===== config.mk =====
export PLATFORM = sky130hd
export DESIGN_NAME = escaped_frame_receiver_checksum
export DESIGN_NICKNAME = d
export VERILOG_FILES = /design/src/design/efrc_pkg.sv /design/src/design/efrc_front.sv /design/src/design/efrc_queue.sv /design/src/design/efrc_back.sv /design/src/design/escaped_frame_receiver_checksum.sv
export SDC_FILE = /design/constraint.sdc
export NUM_CORES = 1
export LEC_CHECK = 0
export BUFFER_PORTS_ARGS = -buffer_cell sky130_fd_sc_hd__buf_2
export CORE_MARGIN = 2
export CORE_UTILIZATION = 50
export CTS_BUF_LIST = sky130_fd_sc_hd__clkbuf_8
export CTS_CLUSTER_DIAMETER = 60
export CTS_CLUSTER_SIZE = 10
export DETAILED_ROUTE_END_ITERATION = 10
export GPL_TIMING_DRIVEN = 0
export PLACE_DENSITY = 0.67
export SYNTH_ARGS = -nofsm -noshare
export SYNTH_HDL_FRONTEND = slang
export SYNTH_SLANG_ARGS = --single-unit

===== constraint.sdc =====
create_clock -name clk -period 5.58 [get_ports clk]
set_clock_uncertainty 0.2 [all_clocks]
set_input_delay 0 -clock clk [delete_from_list [all_inputs] [get_ports clk]]
set_output_delay 0 -clock clk [all_outputs]
set_load 0.01 [all_outputs]

===== src/design/efrc_pkg.sv =====
`timescale 1ns / 1ps
`default_nettype none
package efrc_pkg;

	localparam int MAX_FRAME = 64;
	localparam int CNT_W     = 7;
	localparam int CFG_IDX_W = 2;

	localparam logic [CFG_IDX_W-1:0] REG_START  = 2'd0;
	localparam logic [CFG_IDX_W-1:0] REG_END    = 2'd1;
	localparam logic [CFG_IDX_W-1:0] REG_ESCAPE = 2'd2;

	localparam logic [7:0] START_RESET  = 8'd1;
	localparam logic [7:0] END_RESET    = 8'd3;
	localparam logic [7:0] ESCAPE_RESET = 8'd16;

	// kind of a received byte as seen by the escape tracker
	typedef enum logic [1:0] {
		KIND_PEND,
		KIND_LIT,
		KIND_PLAIN,
		KIND_ILLEGAL
	} kind_t;

	typedef struct packed {
		kind_t      kind;
		logic       is_start;
		logic       is_end;
		logic [7:0] data;
	} cls_t;

	typedef struct packed {
		logic [7:0]       data_byte;
		logic             data_valid;
		logic             frame_done;
		logic             frame_good;
		logic [CNT_W-1:0] frame_length;
		logic             frame_abort;
	} res_t;

endpackage
`default_nettype wire


===== src/design/efrc_front.sv =====
`timescale 1ns / 1ps
`default_nettype none
module efrc_front (
	input  wire                            clk,
	input  wire                            arst_n,
	input  wire                            cfg_we,
	input  wire [efrc_pkg::CFG_IDX_W-1:0]  cfg_index,
	input  wire [7:0]                      cfg_data,
	input  wire                            accept,
	input  wire [7:0]                      rx_byte,
	output efrc_pkg::cls_t                 cls
);

	logic [7:0] start_q;
	logic [7:0] end_q;
	logic [7:0] esc_code_q;
	logic       esc_q;
	logic       m_start;
	logic       m_end;
	logic       m_esc;

	always_ff @(posedge clk or negedge arst_n) begin
		if (!arst_n) begin
			start_q    <= efrc_pkg::START_RESET;
			end_q      <= efrc_pkg::END_RESET;
			esc_code_q <= efrc_pkg::ESCAPE_RESET;
		end else if (cfg_we) begin
			case (cfg_index)
				efrc_pkg::REG_START:  start_q    <= cfg_data;
				efrc_pkg::REG_END:    end_q      <= cfg_data;
				efrc_pkg::REG_ESCAPE: esc_code_q <= cfg_data;
				default: ;
			endcase
		end
	end

	assign m_start = (rx_byte == start_q);
	assign m_end   = (rx_byte == end_q);
	assign m_esc   = (rx_byte == esc_code_q);

	always_ff @(posedge clk or negedge arst_n) begin
		if (!arst_n) begin
			esc_q <= 1'b0;
		end else if (accept) begin
			esc_q <= !esc_q && m_esc;
		end
	end

	always_comb begin
		cls.data     = rx_byte;
		cls.is_start = m_start;
		cls.is_end   = m_end;
		if (esc_q) begin
			cls.kind = (m_esc || m_start || m_end) ? efrc_pkg::KIND_LIT
				: efrc_pkg::KIND_ILLEGAL;
		end else if (m_esc) begin
			cls.kind = efrc_pkg::KIND_PEND;
		end else begin
			cls.kind = efrc_pkg::KIND_PLAIN;
		end
	end

endmodule
`default_nettype wire


===== src/design/efrc_queue.sv =====
`timescale 1ns / 1ps
`default_nettype none
module efrc_queue (
	input  wire            clk,
	input  wire            arst_n,
	input  wire            wr_en,
	input  efrc_pkg::cls_t wr_data,
	output logic           full,
	input  wire            rd_en,
	output efrc_pkg::cls_t rd_data,
	output logic           empty
);

	efrc_pkg::cls_t mem_q [2];
	logic           wr_ptr_q;
	logic           rd_ptr_q;
	logic [1:0]     count_q;

	assign full    = (count_q == 2'd2);
	assign empty   = (count_q == 2'd0);
	assign rd_data = mem_q[rd_ptr_q];

	always_ff @(posedge clk) begin
		if (wr_en) begin
			mem_q[wr_ptr_q] <= wr_data;
		end
	end

	always_ff @(posedge clk or negedge arst_n) begin
		if (!arst_n) begin
			wr_ptr_q <= 1'b0;
			rd_ptr_q <= 1'b0;
			count_q  <= 2'd0;
		end else begin
			if (wr_en) wr_ptr_q <= !wr_ptr_q;
			if (rd_en) rd_ptr_q <= !rd_ptr_q;
			case ({wr_en, rd_en})
				2'b10:   count_q <= count_q + 2'd1;
				2'b01:   count_q <= count_q - 2'd1;
				default: count_q <= count_q;
			endcase
		end
	end

endmodule
`default_nettype wire


===== src/design/efrc_back.sv =====
`timescale 1ns / 1ps
`default_nettype none
module efrc_back (
	input  wire                         clk,
	input  wire                         arst_n,
	input  efrc_pkg::cls_t              cls,
	input  wire                         cls_avail,
	output logic                        cls_take,
	output logic                        empty,
	input  wire                         pop,
	output efrc_pkg::res_t              res
);

	localparam logic [efrc_pkg::CNT_W-1:0] MAX_CNT = efrc_pkg::CNT_W'(efrc_pkg::MAX_FRAME);

	logic                        in_frame_q;
	logic [efrc_pkg::CNT_W-1:0]  cnt_q;
	logic [7:0]                  lo_q;
	logic [7:0]                  hi_q;
	logic [7:0]                  h0_q;
	logic [7:0]                  h1_q;

	logic                        in_frame_n;
	logic [efrc_pkg::CNT_W-1:0]  cnt_n;
	logic [7:0]                  lo_n;
	logic [7:0]                  hi_n;
	logic [7:0]                  h0_n;
	logic [7:0]                  h1_n;
	logic                        do_store;
	logic                        do_abort;
	logic                        do_open;
	logic                        do_close;
	logic                        room;
	logic [7:0]                  lo_acc;
	efrc_pkg::res_t              res_n;

	efrc_pkg::res_t              obuf_q [2];
	logic                        owr_q;
	logic                        ord_q;
	logic [1:0]                  ocnt_q;
	logic                        opop;

	assign room  = (cnt_q < MAX_CNT);
	assign empty = (ocnt_q == 2'd0);
	assign res   = obuf_q[ord_q];
	assign opop  = pop && !empty;
	assign cls_take = cls_avail && (ocnt_q != 2'd2);

	// decide what this word does to the frame
	always_comb begin
		do_store = 1'b0;
		do_abort = 1'b0;
		do_open  = 1'b0;
		do_close = 1'b0;
		case (cls.kind)
			efrc_pkg::KIND_PEND: ;
			efrc_pkg::KIND_LIT: begin
				if (in_frame_q) begin
					do_store = room;
					do_abort = !room;
				end
			end
			efrc_pkg::KIND_PLAIN: begin
				if (!in_frame_q && cls.is_start) begin
					do_open = 1'b1;
				end else if (in_frame_q && cls.is_end) begin
					do_close = 1'b1;
				end else if (in_frame_q && room) begin
					do_store = 1'b1;
				end else begin
					do_abort = 1'b1;
				end
			end
			efrc_pkg::KIND_ILLEGAL: do_abort = 1'b1;
			default: do_abort = 1'b1;
		endcase
	end

	always_comb begin
		in_frame_n = in_frame_q;
		cnt_n      = cnt_q;
		lo_n       = lo_q;
		hi_n       = hi_q;
		h0_n       = h0_q;
		h1_n       = h1_q;
		lo_acc     = lo_q + h0_q;
		if (do_open) begin
			in_frame_n = 1'b1;
			cnt_n      = '0;
			lo_n       = '0;
			hi_n       = '0;
			h0_n       = '0;
			h1_n       = '0;
		end else if (do_close) begin
			in_frame_n = 1'b0;
		end else if (do_abort) begin
			in_frame_n = 1'b0;
			cnt_n      = '0;
		end else if (do_store) begin
			// fold the oldest held byte in once two are waiting
			if (cnt_q >= efrc_pkg::CNT_W'(2)) begin
				lo_n = lo_acc;
				hi_n = hi_q + lo_acc;
			end
			h0_n  = h1_q;
			h1_n  = cls.data;
			cnt_n = cnt_q + efrc_pkg::CNT_W'(1);
		end
	end

	always_comb begin
		res_n.data_byte    = do_store ? cls.data : 8'd0;
		res_n.data_valid   = do_store;
		res_n.frame_done   = do_close;
		res_n.frame_good   = do_close && (cnt_q >= efrc_pkg::CNT_W'(3))
			&& (h0_q == lo_q) && (h1_q == hi_q);
		res_n.frame_length = cnt_n;
		res_n.frame_abort  = do_abort;
	end

	always_ff @(posedge clk or negedge arst_n) begin
		if (!arst_n) begin
			in_frame_q <= 1'b0;
			cnt_q      <= '0;
			lo_q       <= '0;
			hi_q       <= '0;
			h0_q       <= '0;
			h1_q       <= '0;
		end else if (cls_take) begin
			in_frame_q <= in_frame_n;
			cnt_q      <= cnt_n;
			lo_q       <= lo_n;
			hi_q       <= hi_n;
			h0_q       <= h0_n;
			h1_q       <= h1_n;
		end
	end

	always_ff @(posedge clk) begin
		if (cls_take) begin
			obuf_q[owr_q] <= res_n;
		end
	end

	always_ff @(posedge clk or negedge arst_n) begin
		if (!arst_n) begin
			owr_q  <= 1'b0;
			ord_q  <= 1'b0;
			ocnt_q <= 2'd0;
		end else begin
			if (cls_take) owr_q <= !owr_q;
			if (opop)     ord_q <= !ord_q;
			case ({cls_take, opop})
				2'b10:   ocnt_q <= ocnt_q + 2'd1;
				2'b01:   ocnt_q <= ocnt_q - 2'd1;
				default: ocnt_q <= ocnt_q;
			endcase
		end
	end

endmodule
`default_nettype wire


===== src/design/escaped_frame_receiver_checksum.sv =====
// A pushed word passes the queue register, then the result buffer, before it can be popped.
// Throughput: one word per cycle when neither side stalls; the two-entry queue behind the escape
// tracker and the two-entry result buffer let both sides stall independently.
// Reset (arst_n low, asynchronous): both queues empty, no frame open, no escape
// pending, codes back to start 1, end 3, escape 16.
`timescale 1ns / 1ps
`default_nettype none
module escaped_frame_receiver_checksum (
	input  wire                            clk,
	input  wire                            arst_n,
	input  wire                            cfg_we,
	input  wire [efrc_pkg::CFG_IDX_W-1:0]  cfg_index,
	input  wire [7:0]                      cfg_data,
	input  wire                            push,
	output logic                           full,
	input  wire [7:0]                      rx_byte,
	output logic                           empty,
	input  wire                            pop,
	output logic [7:0]                     data_byte,
	output logic                           data_valid,
	output logic                           frame_done,
	output logic                           frame_good,
	output logic [efrc_pkg::CNT_W-1:0]     frame_length,
	output logic                           frame_abort
);

	logic           accept;
	logic           q_empty;
	logic           q_take;
	efrc_pkg::cls_t cls_in;
	efrc_pkg::cls_t cls_out;
	efrc_pkg::res_t res;

	assign accept = push && !full;

	efrc_front u_front (
		.clk       (clk),
		.arst_n    (arst_n),
		.cfg_we    (cfg_we),
		.cfg_index (cfg_index),
		.cfg_data  (cfg_data),
		.accept    (accept),
		.rx_byte   (rx_byte),
		.cls       (cls_in)
	);

	efrc_queue u_queue (
		.clk     (clk),
		.arst_n  (arst_n),
		.wr_en   (accept),
		.wr_data (cls_in),
		.full    (full),
		.rd_en   (q_take),
		.rd_data (cls_out),
		.empty   (q_empty)
	);

	efrc_back u_back (
		.clk       (clk),
		.arst_n    (arst_n),
		.cls       (cls_out),
		.cls_avail (!q_empty),
		.cls_take  (q_take),
		.empty     (empty),
		.pop       (pop),
		.res       (res)
	);

	assign data_byte    = res.data_byte;
	assign data_valid   = res.data_valid;
	assign frame_done   = res.frame_done;
	assign frame_good   = res.frame_good;
	assign frame_length = res.frame_length;
	assign frame_abort  = res.frame_abort;

endmodule
`default_nettype wire


### Yosys cells after proc, flatten, opt, wreduce, memory -nomap -nowiden

Memory sizes are Yosys's and may differ from the RTL's.
Index checks and enable logic that the tools add are counted.
W data, S select, Z words.

* bits in registers: 73
* memory bits (writable): 62
* input bits: 23
* logic and storage cells: 132
* memories: 2

Memories
* u_back.obuf_q: words 2, bits a word 19, rd ports 1, clocked after memory_dff 0, write ports 1, RTL line efrc_back.sv:37 `efrc_pkg::res_t obuf_q [2];`
* u_queue.mem_q: words 2, bits a word 12, rd ports 1, clocked after memory_dff 0, write ports 1, RTL line efrc_queue.sv:14 `efrc_pkg::cls_t mem_q [2];`

* add/sub/neg operators: 7
* magnitude comparators: 3
* equality and inequality tests: 18
* mux-type cells: 50
* reduce and logical (&&, ||, !) cells: 36

Operator list (number)
* $mux W8: 19
* $eq A8 B8 Y1: 5
* $mux W7: 4
* $mux W1: 20
* $add A8 B8 Y8: 2
* $ge A7 B2 Y1 const B: 2
* $eq A2 B2 Y1 const B: 6
* $logic_and A1 B1 Y1: 10
* $logic_not A1 Y1: 10
* $eq A2 B1 Y1 const B: 4
* $pmux W2 S2: 2
* $reduce_and A2 Y1: 4
* $reduce_bool A2 Y1: 4
* $add A7 B1 Y7 const B: 1
* $lt A7 B7 Y1 const B: 1
* $logic_not A2 Y1: 3
* $mux W2: 3
* $reduce_and A5 Y1: 1
* $add A2 B1 Y2 const B: 2
* $ne A2 B2 Y1 const B: 2
* $reduce_and A4 Y1: 1
* $sub A2 B1 Y2 const B: 2
* $pmux W1 S3: 1
* $reduce_bool A3 Y1: 1
* 3 further kinds: 4

### Logic depth before layout (Yosys ltp)

* depth after elaboration: 10
* depth in mapped cells: 14

### Modules after synthesis

From an unflattened synthesis, not the netlist that was laid out.

* cells, all modules: 535
* area total of the unflattened synthesis: 6592.6 µm²

Modules (own cells, without submodules)
* efrc_back: instances 1, cells each 380, area each 4212.8 µm², sequential area each 2242.2 µm²
* efrc_front: instances 1, cells each 100, area each 1308.8 µm², sequential area each 630.6 µm²
* efrc_queue: instances 1, cells each 53, area each 1053.5 µm², sequential area each 820.8 µm²
* escaped_frame_receiver_checksum: instances 1, cells each 2, area each 17.5 µm², sequential area each 0.0 µm²

### Worst setup path after synthesis

OpenSTA, ideal clock, no wires.

* path kind: flip-flop to flip-flop
* start point: register u_queue.rd_ptr_q
* end point: register u_back.h1_q[2]
* setup time: 125 ps
* data arrival time: 2869 ps
* required time: 5255 ps
* setup slack: 2386 ps
* cell stages (with the launch flop): 13
* buffers on the path: 4
* cells stage by stage: dfrtp_1 -> buf_2 -> buf_1 -> mux2i_1 -> inv_1 -> ha_1 -> and4b_1 -> a21oi_2 -> nor2_2 -> o21a_1 -> buf_4 -> buf_6 -> mux2_4

* cells in the longest elaborated chain, start to end: 7
* elaborated cells on any way between the ends: 25
* classes of those cells: 5 x eq/ne; 15 x mux; 4 x reduce/logical; 1 x memory

RTL lines
* start: declaration: RTL line efrc_queue.sv:16 `logic rd_ptr_q;`
* start signal: assignment: RTL line efrc_queue.sv:36 `if (rd_en) rd_ptr_q <= !rd_ptr_q;`
* $mem_v2 Z2 W12 *
* $logic_and A1 B1 Y1: RTL line efrc_back.sv:66 `end else if (in_frame_q && cls.is_end) begin`
* $mux W1: RTL line efrc_back.sv:66
* $mux W1: RTL line efrc_back.sv:64 `if (!in_frame_q && cls.is_start) begin`
* $pmux W1 S3 (tied with other cells): RTL line efrc_back.sv:55 `case (cls.kind)`
* $ne A2 B2 Y1 (no line) (tied with other cells)
* $reduce_and A4 Y1 (no line)
* end signal: assignment: RTL line efrc_back.sv:135 `h1_q <= h1_n;`
* end: declaration: RTL line efrc_back.sv:21 `logic [7:0] h1_q;`

Mark *: on every way between the ends. The rest lies on a longest branch, timed or not. The select of a mux whose other input is x is not followed.
A chain may end at the register's enable or synchronous reset.

### Final worst setup path

* start point: register u_queue.rd_ptr_q
* end point: memory u_back.obuf_q[1][2] (netlist bit), data pin

* cells in the longest elaborated chain, start to end: 9
* elaborated cells on any way between the ends: 21
* classes of those cells: 3 x eq/ne; 15 x mux; 2 x reduce/logical; 1 x memory

RTL lines
* $mem_v2 Z2 W12 *
* $logic_and A1 B1 Y1: RTL line efrc_back.sv:66
* $mux W1: RTL line efrc_back.sv:66
* $mux W1: RTL line efrc_back.sv:64
* $pmux W1 S2: RTL line efrc_back.sv:55
* $mux W7: RTL line efrc_back.sv:99 `end else if (do_store) begin`
* $mux W7: RTL line efrc_back.sv:96 `end else if (do_abort) begin`
* $mux W7: RTL line efrc_back.sv:94 `end else if (do_close) begin`
* $mux W7 *: RTL line efrc_back.sv:87 `if (do_open) begin`
* net u_back.cnt_n, one bit: RTL line efrc_back.sv:24 `logic [efrc_pkg::CNT_W-1:0] cnt_n;`
* end: declaration: RTL line efrc_back.sv:37

Mark *: on every way through the listed nets, which the timed path passes. The rest lies on a longest branch.

==> results.md <==
- Status: finished clean
- Sequential Power Share: 0.427
- Period minus WS final: between 3 and 4 ns
- Power Density: between 400 and 500 nW/um^2
- # clock sinks: 135
- Antenna violations before repair: 0
- Routed Antenna Nets: 0
- DIE WIDTH: around 120 um
- # setup viols final: 0
- Post-CTS setup buffers: 0
- DP Area: a little over 7000 sq um
- RSZ-0062 raised after global routing: no
- Worst vdd ir: 180 uV
- Worst Reg2Reg Path Length in Cells: 10
- Register bit total from synthesis: 135
- GP Congestion: ~0.84
- Post-DP HPWL: 9200 um
- Combinational power share: 0.399
- Post-CTS Hold Fix Bufs: 23
- IO Pins: 44
- Clk pwr share: 0.174
- DR DRC count: 0
- Post-synth EDFFs: just over 60
- Routed WL: 12900 um
- Die footprint: about 14000 sq um
- Worst EP required: between 5 and 6 ns
- Post-cts sizing count: 0
- Vias in the first global route: about 4200
- Mapped Cells: 515
- Clock tree buffer depth: 2
- Share of layout cells above drive strength 1: 0.250
- Crit. Startpoint: u_queue.rd_ptr_q
- Setup TNS: 0 ns
- Height of the die: between 100 and 150 um
- Least-Margin Pin Slew: around 0.94 ns
- Remaining global-route overflow: 0
- Yosys warnings: 0
- Clk root buf: clkbuf_8
- Seq/Total Area, Yosys: 0.560
- Layout Nets: between 600 and 700
- Initial DRC Count: ~250
- Leak: 3.15 nW
- Storage cell area: about 3700 sq um
- Max Cap Viol: 0
- Relative slew margins: 0.371
- Clock input transition at the sequential cells of the worst setup and hold paths: approximately 0.07 ns
- P&R area growth vs syn: 15.6%
- Pin count of the biggest net entering global routing: 44
- Finished Cell Area: ~7600 sq um
- Multi-input logic area: about 2700 sq um
- Total iterations of the first detailed-routing run: 6
- Fin. max-slew vios: 0
- Async set-or-reset flop fraction in the synthesized netlist: 0.541
- Worst Hold Launch: cfg_we
- Fmax: around 260 MHz
- Syn Area/Cell: 12.8 sq um
- Final Hold Viols: 0
- Psw: between 1 and 1.5 mW
- Placed cell count: 733
- Hold WS: around 0.070 ns
- CP endpoint kind: register
- Crit path max fanout: 10
- Synthesized area: ~6600 sq um
- DR WL/cell: 16.4 um
- Fill count: 1043
- Post-Syn Nets: 561
- CTS Buf Count: 17
- FP Rows: 41
- Final period util: 0.681
- Starting Density: 0.516
- Post-DR vias/cell: about 5.4
- Clk Latency, worst-skew pair: about 0.44 ns
- Worst Path Arrival: 3.76 ns
- Hold depth: 3
- CP startpoint kind: register
- Post-synth cell types: between 60 and 70
- Switching Fraction: 0.357
- RR Startpoint: u_queue.rd_ptr_q
- Main synth FF type: dfrtp_1
- Internal Power: 2.30 mW
- I/O Buffers: 43
- Vias: about 4200
- Kind of critical path: reg2reg
- GRT Resource Usage Total: 0.199
- Antenna diode count: 0
- Hold WC Path Type: in2reg
- Global-route wire length before repair: between 20000 and 25000 um
- Core ar.: roughly 13000 sq um
- Post-route insts no fill: 788
- TritonCTS clock tree: done
- H-tree levels: 4
-- path summary, 6_finish.rpt --
kind | endpoint | slack [ns]
hold / removal | u_front.esc_code_q[2] | 0.07
min in group asynchronous | u_front.esc_code_q[4] | 0.46
setup / recovery | u_back.obuf_q[1][2] | 1.78
setup reg to reg | u_back.obuf_q[1][2] | 1.78
max in group asynchronous | u_back.h0_q[7] | 4.46
hold reg to reg | u_queue.wr_ptr_q | 0.30
-- state kept, by name (all words and copies together) (netlist names), 2 cells and up --
| name | count |
|---|---|
| u_front.start_q | 8 |
| u_back.cnt_q | 7 |
| u_front.end_q | 8 |
| u_back.ocnt_q | 2 |
| u_front.esc_code_q | 8 |
| u_back.obuf_q | 38 |
| u_queue.mem_q | 24 |
| u_queue.count_q | 2 |
| u_back.hi_q | 8 |
| u_back.h0_q | 8 |
| u_back.lo_q | 8 |
| u_back.h1_q | 8 |
-- per-layer routing --
layer	global-route usage	up-vias	wire, um
met5	0	-	0
met4	0.0915	0	244
met3	0.0374	18	414
met2	0.342	86	6510
met1	0.243	2071	5740
li1	-	2058	-
-- synthesized netlist by cell type (2+ instances only) --
cell type,instances,area (sq um)
a21bo_2,3,30.0
nand4_1,22,138
nand3_1,8,40.0
inv_1,24,90.1
o21a_1,3,22.5
dfstp_2,4,105
o21ai_0,19,95.1
nor4_1,2,12.5
a31oi_1,2,12.5
or4_1,2,15.0
buf_4,2,15.0
dfrtp_1,69,1730
edfxtp_1,62,1860
nor4b_1,2,17.5
nand2b_1,3,18.8
mux2_2,55,619
clkbuf_1,8,30.0
buf_2,6,30.0
mux2_4,2,30.0
ha_1,21,263
a22o_1,6,52.6
xnor2_1,51,447
o41ai_1,3,26.3
and4b_1,2,20.0
and3_1,2,12.5
nand2_1,10,37.5
nor3_1,10,50.1
nand3b_1,3,22.5
o31ai_1,6,45.0
a21oi_1,7,35.0
fa_1,2,40.0
mux2i_1,12,120
xor2_1,5,43.8
nor2b_1,3,18.8
nor2_1,45,169
-- metrics by stage --
step / worst slack, ns / utilization / total power [mW]
6_report: 1.78 / 0.597 / 3.57
3_5_place_dp: 1.80 / 0.555 / 2.96
2_1_floorplan: 2.39 / - / 2.53
3_3_place_gp: 1.84 / 0.550 / 2.88
4_1_cts: 1.79 / 0.597 / 3.60
5_1_grt: 1.58 / 0.597 / 3.81
-- worst max-delay path, stage by stage (launching register included) --
cell and delay [ns]:
dfrtp_1 0.32, buf_2 0.16, buf_1 0.54, mux2i_1 0.38
ha_1 0.30, nand2b_1 0.11, nor2_1 0.68, clkbuf_1 0.47
nor3_1 0.08, o21ai_0 0.15, o41ai_1 0.12
-- placed cells by master, fill, tap and decap left out, types with 3 or more instances in the layout --
cell type and n:
buf_4 3, nand2_1 10, mux2i_1 12, nor2_2 3
o31ai_1 6, nor3_1 10, nor2_1 43, clkbuf_1 8
dlygate4sd3_1 22, o41ai_1 3, o21ai_0 19, xor2_1 5
a21bo_2 3, nand2b_1 3, buf_2 48, edfxtp_1 62
clkinv_1 5, inv_1 30, nand4_1 22, clkbuf_8 17
ha_1 21, mux2_2 55, nand3_1 8, o21a_1 3
a22o_1 6, dfrtp_1 69, clkinv_2 4, xnor2_1 51
dfstp_2 4, nor2b_1 3, nand3b_1 3, a21oi_1 7
-- cell families (layout without fill, tap and decap cells) --
| family | after synthesis | count (layout) | synth area share |
|---|---|---|---|
| flip-flops | 135 | 135 | 0.560 |
| AND/OR/NAND/NOR | 122 | 122 | 0.0984 |
| adder cells (fa/ha/maj) | 23 | 23 | 0.0459 |
| buffers and inverters | 42 | 143 | 0.0273 |
| multiplexers | 69 | 69 | 0.117 |
| XOR/XNOR | 57 | 57 | 0.0778 |
| AO/OA/AOI/OAI | 67 | 67 | 0.0740 |
-- area by class of cell --
type                       count  share of cell area
inverter                      24              0.0118
sequential                   135               0.484
multi-input combinational    338               0.358
clock buffer                  17              0.0307
clock inverter                15             0.00804
timing repair buffer          69              0.0676
buffer                        18              0.0118
tap                          172              0.0282
-- power groups by stage --
stage	clock, mW	combinational [mW]	sequential (mW)
after global routing	0.677	1.58	1.56
after global placement	0	1.35	1.54
after CTS	0.635	1.44	1.53
final	0.622	1.43	1.52
after detailed placement	0	1.42	1.54
after floorplan	0	1.02	1.51
Power figures use the tool's default switching activity.
